===== config.mk =====
export PLATFORM = sky130hd
export DESIGN_NAME = rms_of_sample_block
export DESIGN_NICKNAME = d
export VERILOG_FILES = /design/src/rmsb_pkg.sv /design/src/rms_of_sample_block.sv /design/src/rmsb_job_fifo.sv /design/src/rmsb_front.sv /design/src/rmsb_back.sv
export SDC_FILE = /design/constraint.sdc
export NUM_CORES = 1
export LEC_CHECK = 0
export BUFFER_PORTS_ARGS = -buffer_cell sky130_fd_sc_hd__buf_2
export CORE_MARGIN = 2
export CORE_UTILIZATION = 60
export CTS_BUF_LIST = sky130_fd_sc_hd__clkbuf_4
export CTS_CLUSTER_SIZE = 20
export DETAILED_ROUTE_END_ITERATION = 8
export PLACE_DENSITY = 0.83
export SYNTH_ARGS = -nofsm -noshare
export SYNTH_HDL_FRONTEND = slang
export SYNTH_SLANG_ARGS = --single-unit

===== constraint.sdc =====
create_clock -name clk -period 20.6 [get_ports clk]
set_clock_uncertainty 0.1 [all_clocks]
set_input_delay 1.03 -clock clk [delete_from_list [all_inputs] [get_ports clk]]
set_output_delay 1.03 -clock clk [all_outputs]
set_load 0.05 [all_outputs]

===== src/rmsb_pkg.sv =====
`default_nettype none
// ----------------------------------------------------------------------------
// rmsb_pkg
// widths, defaults and the job record shared by the rms block modules
// ----------------------------------------------------------------------------
package rmsb_pkg;

  localparam int SAMPLE_W = 17;
  localparam int MAG_W    = 17;
  localparam int SQ_W     = 33;
  localparam int SUM_W    = 40;
  localparam int COUNT_W  = 8;
  localparam int RMS_W    = 16;
  localparam int ROOT_W   = 17;
  localparam int RAD_W    = 34;
  localparam int SREM_W   = 18;

  localparam int DEFAULT_MAX_SAMPLES     = 64;
  localparam int DEFAULT_SKIPPED_SAMPLES = 2;

  localparam int JOB_DEPTH = 2;
  localparam int JOB_PTR_W = $clog2(JOB_DEPTH);
  localparam int LEVEL_W   = $clog2(JOB_DEPTH + 1);

  localparam int DIV_STEPS  = SUM_W;
  localparam int SQRT_STEPS = ROOT_W;
  localparam int STEP_W     = $clog2(DIV_STEPS);

  typedef struct packed {
    logic [SUM_W-1:0]   sum;
    logic [COUNT_W-1:0] count;
  } job_t;

endpackage
`default_nettype wire


===== src/rms_of_sample_block.sv =====
`default_nettype none
// path: a result follows its last accepted sample through the intake register, the job
//   queue, 40 divide steps, 17 root steps and the load of the result register
// throughput: one sample per cycle while full is low; one block is solved at a time in
//   the serial divider and root unit, with two blocks queued ahead
// reset: synchronous, clears the running sum, count, job queue and result valid
// ----------------------------------------------------------------------------
// rms_of_sample_block
// rms over a block of signed samples, with the first samples left out of the sum
// ----------------------------------------------------------------------------
module rms_of_sample_block #(
  parameter int MAX_SAMPLES     = rmsb_pkg::DEFAULT_MAX_SAMPLES,
  parameter int SKIPPED_SAMPLES = rmsb_pkg::DEFAULT_SKIPPED_SAMPLES
) (
  input  wire logic                                 clk,
  input  wire logic                                 rst,
  input  wire logic                                 push,
  output logic                                      full,
  input  wire logic signed [rmsb_pkg::SAMPLE_W-1:0] sample_value,
  input  wire logic                                 last_sample,
  output logic                                      empty,
  input  wire logic                                 pop,
  output logic [rmsb_pkg::RMS_W-1:0]                rms_value,
  output logic [rmsb_pkg::COUNT_W-1:0]              sample_count
);
  import rmsb_pkg::*;

  logic               job_wr;
  job_t               job_wdata;
  logic               job_rd;
  job_t               job_rdata;
  logic               job_empty;
  logic [LEVEL_W-1:0] job_level;

  rmsb_front #(
    .MAX_SAMPLES     (MAX_SAMPLES),
    .SKIPPED_SAMPLES (SKIPPED_SAMPLES)
  ) u_front (
    .clk          (clk),
    .rst          (rst),
    .push         (push),
    .full         (full),
    .sample_value (sample_value),
    .last_sample  (last_sample),
    .job_level    (job_level),
    .job_wr       (job_wr),
    .job_data     (job_wdata)
  );

  rmsb_job_fifo u_fifo (
    .clk     (clk),
    .rst     (rst),
    .wr_en   (job_wr),
    .wr_data (job_wdata),
    .rd_en   (job_rd),
    .rd_data (job_rdata),
    .empty   (job_empty),
    .level   (job_level)
  );

  rmsb_back u_back (
    .clk          (clk),
    .rst          (rst),
    .job_empty    (job_empty),
    .job_data     (job_rdata),
    .job_rd       (job_rd),
    .empty        (empty),
    .pop          (pop),
    .rms_value    (rms_value),
    .sample_count (sample_count)
  );

endmodule
`default_nettype wire


===== src/rmsb_job_fifo.sv =====
`default_nettype none
// ----------------------------------------------------------------------------
// rmsb_job_fifo
// short register queue of finished sums between accumulator and solver
// ----------------------------------------------------------------------------
module rmsb_job_fifo (
  input  wire logic                          clk,
  input  wire logic                          rst,
  input  wire logic                          wr_en,
  input  wire rmsb_pkg::job_t                wr_data,
  input  wire logic                          rd_en,
  output rmsb_pkg::job_t                     rd_data,
  output logic                               empty,
  output logic [rmsb_pkg::LEVEL_W-1:0]       level
);
  import rmsb_pkg::*;

  job_t                 entries [JOB_DEPTH];
  logic [JOB_PTR_W-1:0] wptr;
  logic [JOB_PTR_W-1:0] rptr;

  always_ff @(posedge clk) begin
    if (wr_en) begin
      entries[wptr] <= wr_data;
    end
  end

  always_ff @(posedge clk) begin
    if (rst) begin
      wptr  <= '0;
      rptr  <= '0;
      level <= '0;
    end else begin
      if (wr_en) begin
        wptr <= (wptr == JOB_PTR_W'(JOB_DEPTH - 1)) ? '0 : wptr + 1'b1;
      end
      if (rd_en) begin
        rptr <= (rptr == JOB_PTR_W'(JOB_DEPTH - 1)) ? '0 : rptr + 1'b1;
      end
      if (wr_en && !rd_en) begin
        level <= level + 1'b1;
      end else if (!wr_en && rd_en) begin
        level <= level - 1'b1;
      end
    end
  end

  assign rd_data = entries[rptr];
  assign empty   = (level == '0);

`ifndef SYNTHESIS
  a_no_overflow: assert property (@(posedge clk) disable iff (rst)
    wr_en |-> (level != LEVEL_W'(JOB_DEPTH)))
    else $error("job queue written while full");

  a_no_underflow: assert property (@(posedge clk) disable iff (rst)
    rd_en |-> (level != '0))
    else $error("job queue read while empty");
`endif

endmodule
`default_nettype wire


===== src/rmsb_front.sv =====
`default_nettype none
// ----------------------------------------------------------------------------
// rmsb_front
// sample intake: count, square and accumulate, hand a job on the last sample
// ----------------------------------------------------------------------------
module rmsb_front #(
  parameter int MAX_SAMPLES     = rmsb_pkg::DEFAULT_MAX_SAMPLES,
  parameter int SKIPPED_SAMPLES = rmsb_pkg::DEFAULT_SKIPPED_SAMPLES
) (
  input  wire logic                          clk,
  input  wire logic                          rst,
  input  wire logic                          push,
  output logic                               full,
  input  wire logic signed [rmsb_pkg::SAMPLE_W-1:0] sample_value,
  input  wire logic                          last_sample,
  input  wire logic [rmsb_pkg::LEVEL_W-1:0]  job_level,
  output logic                               job_wr,
  output rmsb_pkg::job_t                     job_data
);
  import rmsb_pkg::*;

  logic                 accept;
  logic                 counted;
  logic                 squared;
  logic [MAG_W-1:0]     mag;
  logic [2*MAG_W-1:0]   sq_full;
  logic [LEVEL_W:0]     need;

  logic [COUNT_W-1:0]   seen;
  logic [COUNT_W-1:0]   seen_next;
  logic                 s1_valid;
  logic                 s1_last;
  logic [SQ_W-1:0]      s1_sq;
  logic [COUNT_W-1:0]   s1_count;
  logic [SUM_W-1:0]     sum;
  logic [SUM_W-1:0]     sum_total;

  // a last sample in flight still needs a queue slot
  assign need   = {1'b0, job_level} + (LEVEL_W+1)'(s1_valid && s1_last);
  assign full   = (need >= (LEVEL_W+1)'(JOB_DEPTH));
  assign accept = push && !full;

  assign counted = (seen < COUNT_W'(MAX_SAMPLES));
  assign squared = counted && (seen >= COUNT_W'(SKIPPED_SAMPLES));

  assign mag     = sample_value[SAMPLE_W-1] ? (~sample_value + 1'b1) : sample_value;
  assign sq_full = {{MAG_W{1'b0}}, mag} * {{MAG_W{1'b0}}, mag};

  always_comb begin
    seen_next = seen;
    if (accept) begin
      if (last_sample) begin
        seen_next = '0;
      end else if (counted) begin
        seen_next = seen + 1'b1;
      end
    end
  end

  always_ff @(posedge clk) begin
    if (rst) begin
      seen     <= '0;
      s1_valid <= 1'b0;
      s1_last  <= 1'b0;
    end else begin
      seen     <= seen_next;
      s1_valid <= accept;
      s1_last  <= accept && last_sample;
    end
  end

  always_ff @(posedge clk) begin
    if (accept) begin
      s1_sq    <= squared ? sq_full[SQ_W-1:0] : '0;
      s1_count <= counted ? seen + 1'b1 : seen;
    end
  end

  assign sum_total = sum + SUM_W'(s1_sq);

  always_ff @(posedge clk) begin
    if (rst) begin
      sum <= '0;
    end else if (s1_valid) begin
      sum <= s1_last ? '0 : sum_total;
    end
  end

  assign job_wr         = s1_valid && s1_last;
  assign job_data.sum   = sum_total;
  assign job_data.count = s1_count;

`ifndef SYNTHESIS
  a_seen_bounded: assert property (@(posedge clk) disable iff (rst)
    seen <= COUNT_W'(MAX_SAMPLES))
    else $error("sample count above limit");

  a_slot_kept: assert property (@(posedge clk) disable iff (rst)
    (accept && last_sample) |=> (job_level != LEVEL_W'(JOB_DEPTH)))
    else $error("no queue slot for finished block");
`endif

endmodule
`default_nettype wire


===== src/rmsb_back.sv =====
`default_nettype none
// ----------------------------------------------------------------------------
// rmsb_back
// job solver: serial divide by count, serial integer root, result register
// ----------------------------------------------------------------------------
module rmsb_back (
  input  wire logic                          clk,
  input  wire logic                          rst,
  input  wire logic                          job_empty,
  input  wire rmsb_pkg::job_t                job_data,
  output logic                               job_rd,
  output logic                               empty,
  input  wire logic                          pop,
  output logic [rmsb_pkg::RMS_W-1:0]         rms_value,
  output logic [rmsb_pkg::COUNT_W-1:0]       sample_count
);
  import rmsb_pkg::*;

  typedef enum logic [3:0] {
    ST_IDLE = 4'b0001,
    ST_DIV  = 4'b0010,
    ST_SQRT = 4'b0100,
    ST_DONE = 4'b1000
  } state_t;

  state_t               state;
  logic [STEP_W-1:0]    step;
  logic [SUM_W-1:0]     dvd;
  logic [SUM_W-1:0]     dvd_next;
  logic [COUNT_W-1:0]   divisor;
  logic [COUNT_W-1:0]   rem;
  logic [COUNT_W:0]     rem_sh;
  logic                 rem_ge;
  logic [RAD_W-1:0]     rad;
  logic [ROOT_W-1:0]    root;
  logic [SREM_W-1:0]    srem;
  logic [SREM_W+1:0]    srem_sh;
  logic [SREM_W+1:0]    trial;
  logic                 srem_ge;
  logic                 res_valid;
  logic                 res_free;

  assign rem_sh   = {rem, dvd[SUM_W-1]};
  assign rem_ge   = (rem_sh >= {1'b0, divisor});
  assign dvd_next = {dvd[SUM_W-2:0], rem_ge};

  assign srem_sh  = {srem, rad[RAD_W-1 -: 2]};
  assign trial    = (SREM_W+2)'({root, 2'b01});
  assign srem_ge  = (srem_sh >= trial);

  assign res_free = !res_valid || pop;
  assign job_rd   = (state == ST_IDLE) && !job_empty;

  always_ff @(posedge clk) begin
    if (rst) begin
      state     <= ST_IDLE;
      step      <= '0;
      res_valid <= 1'b0;
    end else begin
      if (pop && res_valid) begin
        res_valid <= 1'b0;
      end
      unique case (state)
        ST_IDLE: begin
          if (!job_empty) begin
            step  <= '0;
            state <= ST_DIV;
          end
        end
        ST_DIV: begin
          if (step == STEP_W'(DIV_STEPS - 1)) begin
            step  <= '0;
            state <= ST_SQRT;
          end else begin
            step <= step + 1'b1;
          end
        end
        ST_SQRT: begin
          if (step == STEP_W'(SQRT_STEPS - 1)) begin
            step  <= '0;
            state <= ST_DONE;
          end else begin
            step <= step + 1'b1;
          end
        end
        ST_DONE: begin
          if (res_free) begin
            res_valid <= 1'b1;
            state     <= ST_IDLE;
          end
        end
        default: begin
          state <= ST_IDLE;
        end
      endcase
    end
  end

  always_ff @(posedge clk) begin
    case (state)
      ST_IDLE: begin
        dvd     <= (job_data.count == '0) ? '0 : job_data.sum;
        divisor <= job_data.count;
        rem     <= '0;
      end
      ST_DIV: begin
        dvd <= dvd_next;
        rem <= rem_ge ? COUNT_W'(rem_sh - {1'b0, divisor}) : rem_sh[COUNT_W-1:0];
        if (step == STEP_W'(DIV_STEPS - 1)) begin
          rad  <= dvd_next[RAD_W-1:0];
          root <= '0;
          srem <= '0;
        end
      end
      ST_SQRT: begin
        rad  <= {rad[RAD_W-3:0], 2'b00};
        srem <= srem_ge ? SREM_W'(srem_sh - trial) : srem_sh[SREM_W-1:0];
        root <= {root[ROOT_W-2:0], srem_ge};
      end
      ST_DONE: begin
        if (res_free) begin
          rms_value    <= root[ROOT_W-1] ? {RMS_W{1'b1}} : root[RMS_W-1:0];
          sample_count <= divisor;
        end
      end
      default: begin
      end
    endcase
  end

  assign empty = !res_valid;

`ifndef SYNTHESIS
  a_done_holds: assert property (@(posedge clk) disable iff (rst)
    (state == ST_DONE && res_valid && !pop) |=> (state == ST_DONE))
    else $error("result register overwritten");
`endif

endmodule
`default_nettype wire

==> results.toml, run 1 <==
[status]
status = "finished, final reports clean"

[sta]
max_freq_mhz = 114
setup-violations-final = 0
slew_viol_final = 0
tns_ns = 0
rsz0062_at_grt = "false"
min_period_ns = 8.78
post-route-period-util_pct = 42.6
worstMarginPinSlew_ns = 1.24
slew_headroom_pct = 17.6
setup_ws_ns = 11.82
hold_viol = 0

[placed_design]
dp_worst_setup_slack_ns = 11.22
gp_congestion = 0.967
postPlaceCellArea_mm2 = 0.0253
hpwl_mm = 39.6
io_buffers = 47
dp_cells = 2870

[worst_setup_path]
start_kind = "input port"
r2r_slack_ns = 16.15
end_kind = "flop"
critPathKind = "input port to flop"
r2r_cells = 7
crit_slowest_cell = "xor2_1"
worst-endpoint-required_ns = 21.02
crit_top_cell = "fa_1"
crit_path_max_incr_delay_ns = 0.92
cp_max_fo = 12
cp.arrival_ns = 9.20

[final_layout]
fillCellCount = 3037
mostFrequentLayoutCells = "inv_1, nand2_1, edfxtp_1"
final_common_cell = "inv_1"
multiInputGateArea_mm2 = 0.0131
area_growth_pct = 8.30
regArea_mm2 = 0.00988
fin_cells = 3038
final_nets = 2822
drive_gt1_share_pct = 10.1
fin_area_mm2 = 0.0265

[clock_tree]
clk_pin_slew_ns = 0.08
cts_made_buffers = 90
h-tree-depth = 3
clockRootBuffer = "clkbuf_4"
post_cts_buffers = 0
cts.sinks = 351
cts_hold_buf = 0
cts_tree = "yes"
clock_latency_ns = 0.78
cts_resized = 0
cts_buffer_depth = 3

[floorplanning]
ios = 48
coreArea_mm2 = 0.0400
die_h_um = 206
initial_core_util_pct = 61.1
die-width_um = 206
num_rows = 73
die-area_mm2 = 0.0423

[routing]
route.met2.wl_mm = 25.6
drt_iter0_markers = 998
wl_met1_mm = 21.7
vias = 17100
drt-pass1-iter-count = 7
top_layer_used = "met4"
dr_wl_met3_mm = 3.16
vias_per_cell = 5.63
remaining_drc_errors = 0
wl_per_cell_um = 17.2
routed_wl_mm = 52.3
antenna_left = 0

[yosys]
ys_warn_count = 0
synth_edf_count = 285
yosysSeqAreaShare_pct = 40.4
ys_types = 80
synthCells = 2340
syn-mean-instance-area_um2 = 10.4
ys_ff_latch = 351
postSynth.asyncResetShare_pct = 0
synth_ff_type = "edfxtp_1"
netlist_area_mm2 = 0.0244

[global_route]
antenna_found_initial = 2
grt_pass1_wl_mm = 87.4
overflow = 0
grt_use_total_pct = 26.0
first_global_vias = 17900
grt_max_degree = 70

[flow_run]
maxCapViolations = 0

[worst_hold_path]
hold-path-cell-count = 0
min_path_type = "flop to flop"
==> path summary, 6_finish.rpt <==
check,startpoint,end
max,sample_value[0],u_front.s1_sq[32]$_SDFFCE_PN0P_
max reg2reg,u_back.root[16]$_SDFFCE_PN0P_,u_back.srem[14]$_SDFFCE_PN0P_
min reg2reg,u_back.divisor[3]$_DFFE_PP_,u_back.sample_count[3]$_DFFE_PP_
min,u_back.divisor[3]$_DFFE_PP_,u_back.sample_count[3]$_DFFE_PP_
==> metal layers <==
metal	up-vias	GRT usage [%]
li1	8148	-
met1	8269	32.8
met2	564	44.5
met3	119	4.69
met4	0	10.4
met5	-	0
==> state kept, by name (all words and copies together) (netlist names), 6 cells and up, named ones only <==
name                 count
u_back.rms_value        16
u_front.seen             8
u_back.rem               8
u_back.sample_count      8
u_front.sum             40
u_back.srem             18
u_back.divisor           8
u_back.dvd              40
u_back.root             17
u_fifo.entries          96
u_front.s1_count         8
u_front.s1_sq           32
u_back.rad              34
u_back.step              6
==> logic make-up (layout without fill, tap and decap cells) <==
kind of cell	Yosys count	count (layout)	share of synthesized area, %
DFF	351	351	40.4
AOI/OAI and AO/OA	358	358	9.68
adders and majority gates	363	363	24.6
muxes	63	63	2.62
and+or+nand+nor	688	688	12.5
xor gates and xnor gates	108	108	3.87
other	2	14	0.0307
buffers and inverters	407	568	6.26
==> synthesized netlist by cell type (all sizes together), types with 10 or more instances <==
| cell type | number | share of area [%] |
|---|---|---|
| or3 | 11 | 0.28 |
| a22oi | 31 | 0.95 |
| a31oi | 15 | 0.41 |
| o21a | 12 | 0.37 |
| nand3 | 24 | 0.49 |
| o21ai | 92 | 1.9 |
| edfxtp | 285 | 35 |
| nor2 | 203 | 3.1 |
| dfxtp | 66 | 5.4 |
| and3 | 17 | 0.44 |
| fa | 195 | 16 |
| a21o | 38 | 1.2 |
| xnor2 | 74 | 2.7 |
| nand2 | 307 | 4.7 |
| clkbuf | 65 | 1.0 |
| ha | 168 | 8.6 |
| nor4 | 12 | 0.31 |
| and2 | 15 | 0.39 |
| mux2i | 55 | 2.3 |
| nand2b | 18 | 0.46 |
| inv | 332 | 5.1 |
| a21oi | 85 | 1.8 |
| a211oi | 10 | 0.33 |
| xor2 | 34 | 1.2 |
| nand4 | 10 | 0.26 |
| nor2b | 16 | 0.41 |
| nor3 | 18 | 0.39 |
==> final cells by class <==
type,instances,share of cell area [%]
Sequential cell,351,37.3
Tap cell,525,2.48
Timing Repair Buffer,68,1.48
Clock buffer,137,3.89
Clock inverter,29,0.582
Antenna cell,2,0.0189
Multi-Input combinational cell,1592,49.5
Inverter,334,4.74
==> worst max-delay path: cells and delay by family <==
family | cells | cell delay (ns)
adder cells (fa/ha/maj) | 8 | 3.94
AO/OA/AOI/OAI | 7 | 1.84
XOR/XNOR | 1 | 0.92
AND/OR/NAND/NOR | 3 | 0.74
buffers and inverters | 5 | 0.62
multiplexers | 1 | 0.11
==> metrics by stage <==
| stage | utilization, % | hold WS, ns |
|---|---|---|
| after floorplan | - | 0.321 |
| after global placement | 63.2 | 0.327 |
| after detailed placement | 63.2 | 0.336 |
| after CTS | 66.1 | 0.346 |
| after global routing | 66.1 | 0.370 |
| final | 66.1 | 0.345 |
Power of run 1 is left out: the tool's default activity adds up to more than one toggle a clock period on the data nets, which glitch-free logic cannot reach.
==> run 2: changes to the inputs <==
--- a/config.mk
+++ b/config.mk
@@ -5,13 +5,14 @@
 export SDC_FILE = /design/constraint.sdc
 export NUM_CORES = 1
 export LEC_CHECK = 0
+export ABC_AREA = 1
 export BUFFER_PORTS_ARGS = -buffer_cell sky130_fd_sc_hd__buf_2
 export CORE_MARGIN = 2
 export CORE_UTILIZATION = 60
 export CTS_BUF_LIST = sky130_fd_sc_hd__clkbuf_4
 export CTS_CLUSTER_SIZE = 20
 export DETAILED_ROUTE_END_ITERATION = 8
-export PLACE_DENSITY = 0.83
+export PLACE_DENSITY = 0.86
 export SYNTH_ARGS = -nofsm -noshare
 export SYNTH_HDL_FRONTEND = slang
 export SYNTH_SLANG_ARGS = --single-unit
==> constraint.sdc (replaced) <==
create_clock -name clk -period 7.45 [get_ports clk]
set_clock_uncertainty 0.1 [all_clocks]
set_input_delay 0.3725 -clock clk [delete_from_list [all_inputs] [get_ports clk]]
set_output_delay 0.3725 -clock clk [all_outputs]
set_load 0.05 [all_outputs]
==> run 2 against run 1 <==
Net effect:
- synthesized cell count increased by 29%
- utilization fell by 0.099 points
- die area increased by 7.2%
- sequential share of layout area decreased by 2.6 points
- routed wire length rose by 19%
- count of clock-buffer cells in the layout down 24
- final area increased by 7.5%
- global-route usage grew 2.8 points
- register-to-register slack worse by 12 ns
- worst hold slack worse by 0.23 ns
- first-iteration DRC count increased by 74%
- critical path type unchanged
- largest cell class unchanged
==> results.toml, run 2 <==
[pwr]
ir_worst_vdd_v = 0.000682
seqPwrFrac_pct = 20.9
p_leak_nw = 13.3
internal-power_mw = 6.42
power_density_mw_per_mm2 = 462
pwr-share-clk_pct = 12.6
swShare_pct = 51.2
p_switching_mw = 6.73
combPwrFrac_pct = 66.4

[routing]
remaining_drc_errors = 0
vias = 20700
drt_iter0_markers = 1741
antenna_left = 0
drt-pass1-iter-count = 8
wl_per_cell_um = 16.5
routed_wl_mm = 62.6
vias_per_cell = 5.46

[sta]
rsz0062_at_grt = "false"
max_freq_mhz = 153
hold_viol = 0
post-route-period-util_pct = 88.0
worstMarginPinSlew_ns = 1.25
slew_headroom_pct = 16.5
slew_viol_final = 0
min_period_ns = 6.55
setup-violations-final = 0
tns_ns = 0

[floorplanning]
ios = 48
num_rows = 76
die-width_um = 213
coreArea_mm2 = 0.0431
initial_core_util_pct = 60.9
die_h_um = 213
die-area_mm2 = 0.0454

[final_layout]
final_nets = 3516
reg_top3 = "u_fifo.entries x96, u_back.dvd x40, u_front.sum x40"
final_core_util_pct = 66.0
area_growth_pct = 8.48
fin_cells = 3786
largest_register_ffs = 96
fillCellCount = 3342
mostFrequentLayoutCells = "nand2_1, inv_1, edfxtp_1"
regMostFlops = "u_fifo.entries"
fin_area_mm2 = 0.0284
drive_gt1_share_pct = 8.31
final_common_cell = "nand2_1"

[worst_setup_path]
worstSetupEndpoint = "u_front.s1_sq[30]$_SDFFCE_PN0P_"
crit_start = "sample_value[1]"
worst-endpoint-required_ns = 7.84
r2r_cells = 10
r2r_slack_ns = 4.21
cp.arrival_ns = 6.94
critPathKind = "input port to flop"
worstReg2RegEnd = "u_back.dvd[38]$_DFFE_PP_"
crit_top_cell = "fa_1"
start_kind = "input port"
cp_max_fo = 8
crit_slowest_cell = "fa_1"
cp.depth = 28
crit_family = "adder cells"
end_kind = "flop"
crit_path_max_incr_delay_ns = 0.54
worst-path-buf-inv = 6

[yosys]
yosys.area_share.simple_pct = 19.2
ys_warn_count = 0
yosys.area_share.xor_xnor_pct = 2.07
synth_edf_count = 285
yosysSeqAreaShare_pct = 37.7
synthTopCellsByArea = "edfxtp_1, fa_1, nand2_1"
synth_most_common_cell = "nand2_1"
synthCells = 3010
synth.top_cell.area_share_pct = 32.6
yosysTopAreaCell = "edfxtp_1"
synthTopCellsByCount = "nand2_1, inv_1, edfxtp_1"
synthAdderAreaFrac_pct = 22.9
netlist_area_mm2 = 0.0262
synthMuxAreaShare_pct = 1.49
synth_top_family_by_area = "adder cells"
synth_compound_area_share_pct = 7.62
postSynth.asyncResetShare_pct = 0
synth_ff_type = "edfxtp_1"
ys_types = 54
ys_ff_latch = 351
syn-mean-instance-area_um2 = 8.71

[clock_tree]
clk_pin_slew_ns = 0.06
cts.sinks = 351
h-tree-depth = 3
cts_tree = "yes"
post_cts_buffers = 0
cts_hold_buf = 4
clockRootBuffer = "clkbuf_4"
cts_buffer_depth = 3
cts_made_buffers = 84
clock_latency_ns = 0.79
cts_resized = 0

[global_route]
grt_use_total_pct = 28.8
overflow = 0
grt_max_degree = 79
first_global_vias = 21300
antenna_found_initial = 1
grt_pass1_wl_mm = 103

[flow_run]
maxCapViolations = 0

[placed_design]
hpwl_mm = 48.5
gp_congestion = 0.967
dp_cells = 3626
postPlaceCellArea_mm2 = 0.0273
io_buffers = 47

[worst_hold_path]
hp-start = "rst"
min_path_type = "input port to flop"

[status]
status = "finished, final reports clean"
[run 2: cell families after synthesis]
logic type / Yosys count
AOI/OAI and AO/OA: 360
xor gates and xnor gates: 56
adders and majority gates: 363
buffers and inverters: 622
DFF: 351
muxes: 39
other: 2
and+or+nand+nor: 1217
[run 2: per-stage QoR]
step	total power, mW	setup slack, ns	hold WS (ns)
6_report	13.2	0.897	0.119
5_1_grt	14.5	0.392	0.0942
4_1_cts	13.2	0.964	0.0531
3_5_place_dp	11.4	0.140	0.340
3_3_place_gp	11.2	0.303	0.327
2_1_floorplan	8.95	0.515	0.321
[run 2: tightest hold or removal path: cells and delay by family]
kind                   cells  cell delay (ns)
buffers and inverters      2             0.41
and+or+nand+nor            1             0.17
[run 2: power groups by stage]
| stage | registers, mW | clock network, mW | logic, mW |
|---|---|---|---|
| 5_1_grt | 2.78 | 1.78 | 9.94 |
| 6_report | 2.75 | 1.66 | 8.74 |
| 3_3_place_gp | 2.77 | 0 | 8.46 |
| 2_1_floorplan | 2.74 | 0 | 6.20 |
| 4_1_cts | 2.75 | 1.70 | 8.71 |
| 3_5_place_dp | 2.79 | 0 | 8.62 |
[run 2: worst min-delay path by stage]
stage	end	cells after the start
final	u_front.seen[1]$_SDFFE_PP0P_	3
after global routing	u_front.s1_sq[2]$_SDFFCE_PN0P_	4
after CTS	u_front.s1_sq[2]$_SDFFCE_PN0P_	4
after detailed placement	u_fifo.entries[1][2]$_DFFE_PP_	0
after global placement	u_fifo.entries[0][2]$_DFFE_PP_	0
after floorplan	u_fifo.entries[0][0]$_DFFE_PP_	0
[run 2: cell type report]
cell class              count  area (µm²)  area share [%]
well taps                 585         732            2.57
repair buffers             88         553            1.94
flip-flops and latches    351        9880            34.7
diodes                      1        2.50         0.00880
clock inverters            42         298            1.05
inverters                 559        2100            7.38
multi-input cells        2047       14000            49.3
clock buffers             113         848            2.98
[run 2: routing by layer]
metal | part of all wire [%] | up-vias | track usage [%]
met5 | 0 | - | 0
met4 | 4.4 | 0 | 13.9
met3 | 5.2 | 182 | 3.37
met2 | 51 | 735 | 52.3
met1 | 39 | 9855 | 33.9
li1 | - | 9916 | -
Note: power is estimated with default switching activity, not from simulation.
